File: config.mk
export PLATFORM = sky130hd
export DESIGN_NAME = alpha_unpremultiply_16_to_8_flat
export DESIGN_NICKNAME = d
export VERILOG_FILES = /design/src/hw/rtl/aup_pkg.sv /design/src/hw/rtl/aup_if.sv /design/src/hw/rtl/aup_ctrl.sv /design/src/hw/rtl/aup_lane.sv /design/src/hw/rtl/aup_merge.sv /design/src/hw/rtl/alpha_unpremultiply_16_to_8.sv /design/src/flat_wrapper.sv
export SDC_FILE = /design/constraint.sdc
export NUM_CORES = 2
export LEC_CHECK = 0
export BUFFER_PORTS_ARGS = -buffer_cell sky130_fd_sc_hd__clkbuf_2
export CORE_MARGIN = 3
export CORE_UTILIZATION = 35
export DETAILED_ROUTE_END_ITERATION = 6
export GPL_ROUTABILITY_DRIVEN = 1
export GPL_TIMING_DRIVEN = 0
export PLACE_DENSITY_LB_ADDON = 0.25
export RECOVER_POWER = 50
export SETUP_SLACK_MARGIN = 0.4
export SKIP_LAST_GASP = 1
export SLEW_MARGIN = 20
export SYNTH_ARGS = -nofsm -noshare
export SYNTH_HDL_FRONTEND = slang
export SYNTH_SLANG_ARGS = --single-unit
File: constraint.sdc
create_clock -name clk -period 14.1 [get_ports clk]
set_clock_uncertainty 0.1 [all_clocks]
set_input_delay 0 -clock clk [delete_from_list [all_inputs] [get_ports clk]]
set_output_delay 0 -clock clk [all_outputs]
set_load 0.05 [all_outputs]
File: src/hw/rtl/aup_pkg.sv
`timescale 1ns / 1ps
package aup_pkg;

	localparam int NUM_CHANS = 3;
	localparam int Q_BITS = 16;
	localparam int DIV_STAGES = 8;
	localparam int STEP_BITS = Q_BITS / DIV_STAGES;
	// prep, divider steps, 8-bit reduction
	localparam int STAGES = DIV_STAGES + 2;

	localparam logic [15:0] FULL16 = 16'hFFFF;
	localparam logic [16:0] HALF_STEP = 17'd128;
	localparam logic [17:0] DIV16TO8 = 18'd257;

	typedef struct packed {
		logic [15:0] chan0_in;
		logic [15:0] chan1_in;
		logic [15:0] chan2_in;
		logic [15:0] alpha_in;
		logic last_in;
	} pix_in_t;

	typedef struct packed {
		logic [7:0] chan0_out;
		logic [7:0] chan1_out;
		logic [7:0] chan2_out;
		logic [7:0] alpha_out;
		logic last_out;
	} pix_out_t;

	typedef struct packed {
		logic [STAGES-1:0] load;
		logic out_load;
	} pipe_ctl_t;

	// (x + 128) / 257: estimate by shifts, then one correction step
	function automatic logic [7:0] reduce8(input logic [15:0] x);
		logic [16:0] y;
		logic [16:0] est;
		logic [7:0] q0;
		logic [17:0] r;
		y = {1'b0, x} + HALF_STEP;
		est = (y - (y >> 8)) >> 8;
		q0 = est[7:0];
		r = {1'b0, y} - {2'b0, q0, 8'b0} - {10'b0, q0};
		if (r[17]) begin
			reduce8 = q0 - 8'd1;
		end else if (r >= DIV16TO8) begin
			reduce8 = q0 + 8'd1;
		end else begin
			reduce8 = q0;
		end
	endfunction

endpackage

File: src/hw/rtl/aup_if.sv
`timescale 1ns / 1ps
interface aup_in_if import aup_pkg::*; ();
	logic valid;
	logic ready;
	pix_in_t data;
	modport source(output valid, output data, input ready);
	modport sink(input valid, input data, output ready);
endinterface

interface aup_out_if import aup_pkg::*; ();
	logic valid;
	logic ready;
	pix_out_t data;
	modport source(output valid, output data, input ready);
	modport sink(input valid, input data, output ready);
endinterface

File: src/hw/rtl/aup_ctrl.sv
`timescale 1ns / 1ps
module aup_ctrl import aup_pkg::*; (
	input logic clk,
	input logic arst_n,
	input logic in_valid,
	output logic in_ready,
	output logic out_valid,
	input logic out_ready,
	output pipe_ctl_t ctl
);

	logic [STAGES-1:0] vld_q;
	logic out_vld_q;
	logic [STAGES:0] rdy;

	always_comb begin
		rdy[STAGES] = !out_vld_q || out_ready;
		for (int k = STAGES - 1; k >= 0; k--) begin
			rdy[k] = !vld_q[k] || rdy[k+1];
		end
		ctl.load[0] = rdy[0] && in_valid;
		for (int k = 1; k < STAGES; k++) begin
			ctl.load[k] = rdy[k] && vld_q[k-1];
		end
		ctl.out_load = rdy[STAGES] && vld_q[STAGES-1];
	end

	assign in_ready = rdy[0];
	assign out_valid = out_vld_q;

	always_ff @(posedge clk or negedge arst_n) begin
		if (!arst_n) begin
			vld_q <= '0;
			out_vld_q <= 1'b0;
		end else begin
			if (rdy[0]) begin
				vld_q[0] <= in_valid;
			end
			for (int k = 1; k < STAGES; k++) begin
				if (rdy[k]) begin
					vld_q[k] <= vld_q[k-1];
				end
			end
			if (rdy[STAGES]) begin
				out_vld_q <= vld_q[STAGES-1];
			end
		end
	end

endmodule

File: src/hw/rtl/aup_lane.sv
`timescale 1ns / 1ps
module aup_lane import aup_pkg::*; (
	input logic clk,
	input pipe_ctl_t ctl,
	input logic [15:0] chan,
	input logic [15:0] alpha,
	output logic [7:0] res
);

	logic [15:0] rem_s [DIV_STAGES+1];
	logic [Q_BITS-1:0] quo_s [DIV_STAGES+1];
	logic [15:0] div_s [DIV_STAGES+1];
	logic zero_s [DIV_STAGES+1];
	logic sat_s [DIV_STAGES+1];
	logic [7:0] res_s10;
	logic [31:0] num;
	logic [15:0] straight;

	// c * 65535 + alpha / 2
	assign num = {chan, 16'b0} - {16'b0, chan} + {17'b0, alpha[15:1]};

	always_ff @(posedge clk) begin
		if (ctl.load[0]) begin
			rem_s[0] <= num[31:16];
			quo_s[0] <= num[15:0];
			div_s[0] <= alpha;
			zero_s[0] <= (alpha == 16'd0);
			sat_s[0] <= (chan >= alpha);
		end
	end

	for (genvar j = 0; j < DIV_STAGES; j++) begin : g_div
		logic [15:0] rem_nxt;
		logic [Q_BITS-1:0] quo_nxt;

		always_comb begin
			logic [16:0] trial;
			rem_nxt = rem_s[j];
			quo_nxt = quo_s[j];
			for (int b = 0; b < STEP_BITS; b++) begin
				trial = {rem_nxt, quo_nxt[Q_BITS-1]};
				quo_nxt = {quo_nxt[Q_BITS-2:0], 1'b0};
				if (trial >= {1'b0, div_s[j]}) begin
					trial = trial - {1'b0, div_s[j]};
					quo_nxt[0] = 1'b1;
				end
				rem_nxt = trial[15:0];
			end
		end

		always_ff @(posedge clk) begin
			if (ctl.load[j+1]) begin
				rem_s[j+1] <= rem_nxt;
				quo_s[j+1] <= quo_nxt;
				div_s[j+1] <= div_s[j];
				zero_s[j+1] <= zero_s[j];
				sat_s[j+1] <= sat_s[j];
			end
		end
	end

	always_comb begin
		if (zero_s[DIV_STAGES]) begin
			straight = 16'd0;
		end else if (sat_s[DIV_STAGES]) begin
			straight = FULL16;
		end else begin
			straight = quo_s[DIV_STAGES];
		end
	end

	always_ff @(posedge clk) begin
		if (ctl.load[STAGES-1]) begin
			res_s10 <= reduce8(straight);
		end
	end

	assign res = res_s10;

endmodule

File: src/hw/rtl/aup_merge.sv
`timescale 1ns / 1ps
module aup_merge import aup_pkg::*; (
	input logic clk,
	input pipe_ctl_t ctl,
	input logic [15:0] alpha,
	input logic last,
	input logic [7:0] lane_res [NUM_CHANS],
	output pix_out_t pix
);

	logic [7:0] alpha_s [STAGES];
	logic last_s [STAGES];
	pix_out_t pix_q;

	always_ff @(posedge clk) begin
		if (ctl.load[0]) begin
			alpha_s[0] <= reduce8(alpha);
			last_s[0] <= last;
		end
		for (int k = 1; k < STAGES; k++) begin
			if (ctl.load[k]) begin
				alpha_s[k] <= alpha_s[k-1];
				last_s[k] <= last_s[k-1];
			end
		end
		if (ctl.out_load) begin
			pix_q.chan0_out <= lane_res[0];
			pix_q.chan1_out <= lane_res[1];
			pix_q.chan2_out <= lane_res[2];
			pix_q.alpha_out <= alpha_s[STAGES-1];
			pix_q.last_out <= last_s[STAGES-1];
		end
	end

	assign pix = pix_q;

endmodule

File: src/hw/rtl/alpha_unpremultiply_16_to_8.sv
`timescale 1ns / 1ps
// Each accepted word passes the prep, divider, reduction and output registers.
// Throughput: one pixel per cycle unless the output stalls; each color
// lane runs an 8-stage divider pipeline that retires two quotient bits per stage.
// Stalls back up stage by stage, so bubbles are squeezed out.
// Reset clears the valid bits only; the data path registers are not reset.
module alpha_unpremultiply_16_to_8 import aup_pkg::*; (
	input logic clk,
	input logic arst_n,
	aup_in_if.sink rgba16,
	aup_out_if.source rgba8
);

	pipe_ctl_t ctl;
	logic [15:0] chan [NUM_CHANS];
	logic [7:0] lane_res [NUM_CHANS];

	assign chan[0] = rgba16.data.chan0_in;
	assign chan[1] = rgba16.data.chan1_in;
	assign chan[2] = rgba16.data.chan2_in;

	aup_ctrl u_ctrl (
		.clk(clk),
		.arst_n(arst_n),
		.in_valid(rgba16.valid),
		.in_ready(rgba16.ready),
		.out_valid(rgba8.valid),
		.out_ready(rgba8.ready),
		.ctl(ctl)
	);

	for (genvar i = 0; i < NUM_CHANS; i++) begin : g_lane
		aup_lane u_lane (
			.clk(clk),
			.ctl(ctl),
			.chan(chan[i]),
			.alpha(rgba16.data.alpha_in),
			.res(lane_res[i])
		);
	end

	aup_merge u_merge (
		.clk(clk),
		.ctl(ctl),
		.alpha(rgba16.data.alpha_in),
		.last(rgba16.data.last_in),
		.lane_res(lane_res),
		.pix(rgba8.data)
	);

endmodule
File: src/flat_wrapper.sv
// flat-port wrapper written by rule: the top's interface ports become plain ports
module alpha_unpremultiply_16_to_8_flat import aup_pkg::*;
  (clk, arst_n, rgba16_valid, rgba16_data, rgba16_ready, rgba8_valid, rgba8_data, rgba8_ready);
  aup_in_if rgba16_i ();
  aup_out_if rgba8_i ();
  input logic clk;
  input logic arst_n;
  input wire logic [$bits(rgba16_i.valid)-1:0] rgba16_valid;
  input wire logic [$bits(rgba16_i.data)-1:0] rgba16_data;
  output wire logic [$bits(rgba16_i.ready)-1:0] rgba16_ready;
  output wire logic [$bits(rgba8_i.valid)-1:0] rgba8_valid;
  output wire logic [$bits(rgba8_i.data)-1:0] rgba8_data;
  input wire logic [$bits(rgba8_i.ready)-1:0] rgba8_ready;
  assign rgba16_i.valid = rgba16_valid;
  assign rgba16_i.data = rgba16_data;
  assign rgba16_ready = rgba16_i.ready;
  assign rgba8_valid = rgba8_i.valid;
  assign rgba8_data = rgba8_i.data;
  assign rgba8_i.ready = rgba8_ready;
  alpha_unpremultiply_16_to_8 u_core (.clk(clk), .arst_n(arst_n), .rgba16(rgba16_i), .rgba8(rgba8_i));
endmodule
### Word-level counts from Yosys, hierarchy flattened

Memories as Yosys holds them, arrays and structs flattened. A register that Yosys moved wholly into a read port is not among the register bits.
Index checks and enable logic that the tools add are counted.

| storage, ports and cells | value |
|---|---|
| latch bits | 0 |
| memory bits (writable) | 1,440 |
| word-level logic and storage cells | 332 |
| output and inout port bits | 35 |
| memory bits (read-only) | 0 |
| flip-flop bits (word level) | 59 |
| memories kept | 17 |

Memories:

| memory | words | width | read ports | clocked after memory_dff | wr ports | line | source |
|---|---|---|---|---|---|---|---|
| u_core.g_lane[0].u_lane.div_s | 9 | 16 | 8 | 0 | 9 | aup_lane.sv:12 | `logic [15:0] div_s [DIV_STAGES+1];` |
| u_core.g_lane[0].u_lane.quo_s | 9 | 16 | 9 | 0 | 9 | aup_lane.sv:11 | `logic [Q_BITS-1:0] quo_s [DIV_STAGES+1];` |
| u_core.g_lane[0].u_lane.rem_s | 9 | 16 | 8 | 0 | 9 | aup_lane.sv:10 | `logic [15:0] rem_s [DIV_STAGES+1];` |
| u_core.g_lane[1].u_lane.div_s | 9 | 16 | 8 | 0 | 9 | aup_lane.sv:12 |  |
| u_core.g_lane[1].u_lane.quo_s | 9 | 16 | 9 | 0 | 9 | aup_lane.sv:11 |  |
| u_core.g_lane[1].u_lane.rem_s | 9 | 16 | 8 | 0 | 9 | aup_lane.sv:10 |  |
| +11 memories | n/a | n/a | n/a | n/a | n/a | n/a |  |

| operators by class | value |
|---|---|
| add/subtract/negate cells | 78 |
| mux-type cells | 131 |
| order comparisons | 55 |
| divide/modulo/power cells | 0 |
| equal/unequal tests | 0 |
| shifts and indexed selects | 0 |
| bitwise logic cells | 0 |
| multiply operators | 0 |
| reduce and logical (&&, ||, !) cells | 34 |

Operators by type and width:

| kind | number |
|---|---|
| $mux 16 | 54 |
| $ge 17x16->1 | 48 |
| $sub 16x16->16 | 48 |
| $add 32x15->32 | 3 |
| $sub 32x16->32 | 3 |
| $ge 18x9->1 const B | 4 |
| $mux 8 | 9 |
| $sub 17x16->18 | 4 |
| $sub 18x8->18 | 4 |
| $add 16x8->17 const B | 4 |
| $mux 1 | 68 |
| $sub 16x9->16 | 4 |
| $ge 16x16->1 | 3 |
| $add 8x1->8 const B | 4 |
| $sub 8x1->8 const B | 4 |
| $logic_not 16->1 | 1 |
| $logic_and 1x1->1 | 11 |
| $logic_not 1->1 | 11 |
| $logic_or 1x1->1 | 11 |

### Depth between registers and ports, before layout

| depth | value |
|---|---|
| depth after elaboration | 15 |
| mapped depth | 36 |
| gate-level depth less buffers | 32 |

### Cells and area by module

Synthesis repeated with hierarchy kept, for this count alone.

| second synthesis, totals | value |
|---|---|
| cells, all modules | 9,113 |
| area, all modules | 97,853.8 um2 |

By module, submodules not included:

| module | instances | cells an instance | area each (um2) | sequential area each (um2) |
|---|---|---|---|---|
| aup_lane (u_core.g_lane[1].u_lane) | 1 | 2,940 | 30,934.7 | 12,792.3 |
| aup_lane (u_core.g_lane[0].u_lane) | 1 | 2,889 | 30,653.1 | 12,792.3 |
| aup_lane (u_core.g_lane[2].u_lane) | 1 | 2,836 | 29,988.8 | 12,792.3 |
| aup_merge | 1 | 395 | 5,690.5 | 3,693.5 |
| aup_ctrl | 1 | 53 | 586.8 | 275.3 |

### Worst setup path after synthesis

Ideal clock, no wire load.

| timing | value |
|---|---|
| path kind | reg2reg |
| from | reg u_core.u_ctrl.out_vld_q (netlist: u_core.u_ctrl.out_valid) |
| to | mem u_core.g_lane[0].u_lane.div_s[4][0] (netlist: u_core.g_lane[0].u_lane.div_s[0][64]), enable pin |
| stages on the path, launching flop included | 5 |
| buffers on the path | 0 |
| arrival | 7,240 ps |
| clock period less this slack | 8,024 ps |
| required time | 13,316 ps |
| path slack | 6,076 ps |
| cells stage by stage | dfrtp_1 -> nor2b_1 -> nand3_1 -> nor2_1 -> a31oi_1 |

RTL lines:

| what | line | source |
|---|---|---|
| start, declared | aup_ctrl.sv:13 | `logic out_vld_q;` |
| start signal, assigned | aup_ctrl.sv:45 | `out_vld_q <= vld_q[STAGES-1];` |
| end, declared | aup_lane.sv:12 |  |

==> flow_summary.yaml <==
placed_design:
  routabilityCongestion: 0.912
  dp_hpwl_mm: 201
  dpl_cell_area_mm2: 0.0916
  port_buffers: 103
  dpl_worst_slack_ps: 4910
detailed_routing:
  drt_iter0_drc: 4458
  antenna_left: 0
  totalWireLength_mm: 254
  num_vias: 65800
  drc_errors: 0
  wl_per_cell_um: 21.0
  dr.pass1.iters: 5
  viasPerCell: 5.44
clock_network:
  cts.reportedPaths.clkPinSlew_ps: 60
  tritoncts: "yes"
  cts_sinks: 1138
  clockBufferDepth: 3
  cts_buffers: 137
  insertion_delay_ps: 790
  htreeDepth: 4
  post_cts_buffers: 0
  clock-root-buffer: "clkbuf_16"
sta:
  finalSetupViolCount: 0
  rsz0062_at_grt: "no"
  slew_violations: 360
  worst_slack_ps: 4960
  setup_tns_ps: 0
  max_freq_ghz: 0.109
  hold_viol: 0
  worst_pin_slew_ps: 3240
  final.min_clock_period_ps: 9140
  period_share_pct: 64.8
  relSlewSlack_pct: -116
critical_path:
  critPathKind: "flip-flop to flip-flop"
  required_ps: 14530
  cp-start-kind: "flip-flop"
  critPathMaxFanout: 10
  slowest_delay_ps: 640
  critPathSlowestCell: "o21ai_0"
  cp-end-kind: "flip-flop"
  worstPathArrival_ps: 9570
grt:
  gr-usage-all-layers_pct: 19.8
  grt_start_max_net_pins: 56
  antenna_found_initial: 10
  grt.overflow.total: 0
  grt_pass1_wl_mm: 385
  grt_pass1_vias: 65000
yosys:
  synth_cell_types: 111
  yosys-top-cells-count: "edfxtp_1, ha_1, a21oi_1, inv_1, nor2_1"
  ys_warn_count: 0
  syn_avg_cell_area_um2: 10.3
  synth_top_area_share_pct: 39.2
  ys_seq_elements: 1138
  synth_area_leaders: "edfxtp_1, ha_1, xnor2_1, mux2_2, a21oi_1"
  synth.most_common_cell: "edfxtp_1"
  synth_ff_type: "edfxtp_1"
  yosysTopAreaCell: "edfxtp_1"
  syn-num-nets: 9530
  seq_area_frac_synth_pct: 39.6
  syn_inst: 8383
  synth_edf_count: 1127
  async_reset_ff_share_pct: 0.967
  syn_area_mm2: 0.0862
outcome:
  outcome: "complete, but fails checks"
  violations: "max-capacitance violations, max-slew violations"
die:
  ioPinCount: 104
  core_area_mm2: 0.244
  num_rows: 181
  die_x_um: 502
  die_y_um: 502
  fp.dieArea_mm2: 0.252
  start_util_pct: 35.3
cells_and_area:
  drive_gt1_share_pct: 9.61
  fin_util_pct: 39.8
  area_growth_pct: 12.6
  nets: 9926
  fillers: 23500
  final_cell_area_mm2: 0.0971
job:
  max-cap-violations: 12
hold_path:
  hp-class: "primary input to flip-flop"
## per-layer routing
metal	global-route usage [%]	vias up	part of all wire (%)
met2	33.0	1657	46
met1	26.1	31800	45
met3	2.36	419	4.3
li1	-	32000	-
met4	7.76	0	4.2
met5	0	-	0
## per-stage QoR
| step | hold WS (ps) | instances |
|---|---|---|
| after floorplan | -396 | 8383 |
| after global placement | -211 | 11700 |
| after detailed placement | -193 | 11700 |
| after CTS | 26.0 | 12100 |
| after global routing | 113 | 12100 |
| final | 137 | 12100 |
## cell usage in the layout, fill, tap and decap left out, drive strengths merged, types with 24 or more instances in the layout
cell type	netlist	layout
a211oi	55	55
a21boi	24	24
a21o	239	239
a21oi	648	648
a31o	26	26
a31oi	52	52
and2	37	37
and3	54	54
buf	50	68
clkbuf	71	346
clkinv	1	44
dlygate4sd3	0	122
edfxtp	1127	1127
fa	52	52
ha	1026	1026
inv	625	645
mux2	404	404
mux2i	70	70
nand2	515	515
nand2b	109	109
nand3	148	148
nand4	152	152
nor2	596	596
nor2b	137	137
nor3	192	192
nor4	66	66
o211ai	56	56
o21a	117	117
o21ai	458	458
o21bai	71	71
o31a	28	28
o31ai	38	38
o41ai	37	37
or2	42	42
or3	60	60
xnor2	544	544
xor2	192	192
## what timing repair did
action / CTS / global route
hold buffers: 122 / 0
hold endpoints to repair: 249 / 0
gates resized for setup: 0 / 0
## final cells by class
type / instances / area (um2) / share of cell area [%]
repair buffers: 257 / 2180 / 2.25
clock inverters: 92 / 1080 / 1.11
flip-flops and latches: 1138 / 34100 / 35.1
inverters: 626 / 2350 / 2.42
multi-input cells: 6498 / 49200 / 50.7
well taps: 3202 / 4010 / 4.13
plain buffers: 121 / 527 / 0.542
clock buffers: 158 / 3590 / 3.70
diodes: 9 / 22.5 / 0.0232
## critical path: cells and delay by family, from the launching register on
family          cells  cell delay [ps]
compound gates     11             2940
buf+inv             9             2200
simple gates        5              710
mux                 1              340
flops               1              440
fa+ha+maj           5             1450
xor+xnor            2              660
## logic make-up after synthesis
kind of cell    count (synthesis)  synth area share [%]
mux                           474                  6.12
simple gates                 2176                  12.3
flops                        1138                  39.6
fa+ha+maj                    1078                  16.1
xor+xnor                      736                  7.48
buf+inv                       747                  3.34
compound gates               2034                  15.1
## final timing paths
path	slack (ps)	to	from	cells after the start
setup / recovery	4960	u_core.g_lane[1].u_lane.res[5]$_DFFE_PP_	u_core.g_lane[0].u_lane.zero_s[2][0]$_DFFE_PP_	33
hold / removal	140	u_core.g_lane[0].u_lane.quo_s[0][0]$_DFFE_PP_	rgba16_data[49]	4
setup reg to reg	4960	u_core.g_lane[1].u_lane.res[5]$_DFFE_PP_	u_core.g_lane[0].u_lane.zero_s[2][0]$_DFFE_PP_	33
hold reg to reg	310	u_core.g_lane[0].u_lane.quo_s[7][7]$_DFFE_PP_	u_core.g_lane[0].u_lane.quo_s[6][5]$_DFFE_PP_	0
max in group asynchronous	13370	u_core.u_ctrl.vld_q[1]$_DFFE_PN0P_	arst_n	3
min in group asynchronous	160	u_core.u_ctrl.vld_q[3]$_DFFE_PN0P_	arst_n	3
## flip-flops by register name, summed over array words and instances (netlist names)
register                     cells
u_core.g_lane.u_lane.res        24
u_core.g_lane.u_lane.zero_s      9
u_core.u_ctrl.out_valid          1
u_core.u_merge.alpha_s          80
u_core.u_ctrl.vld_q             10
u_core.g_lane.u_lane.div_s     128
u_core.g_lane.u_lane.rem_s     384
u_core.g_lane.u_lane.quo_s     432
u_core.g_lane.u_lane.sat_s      27
u_core.u_merge.last_s           10
u_core.u_merge.pix              33
Power is left out: the tool's default activity adds up to more than one toggle a clock period on the data nets, which glitch-free logic cannot reach.
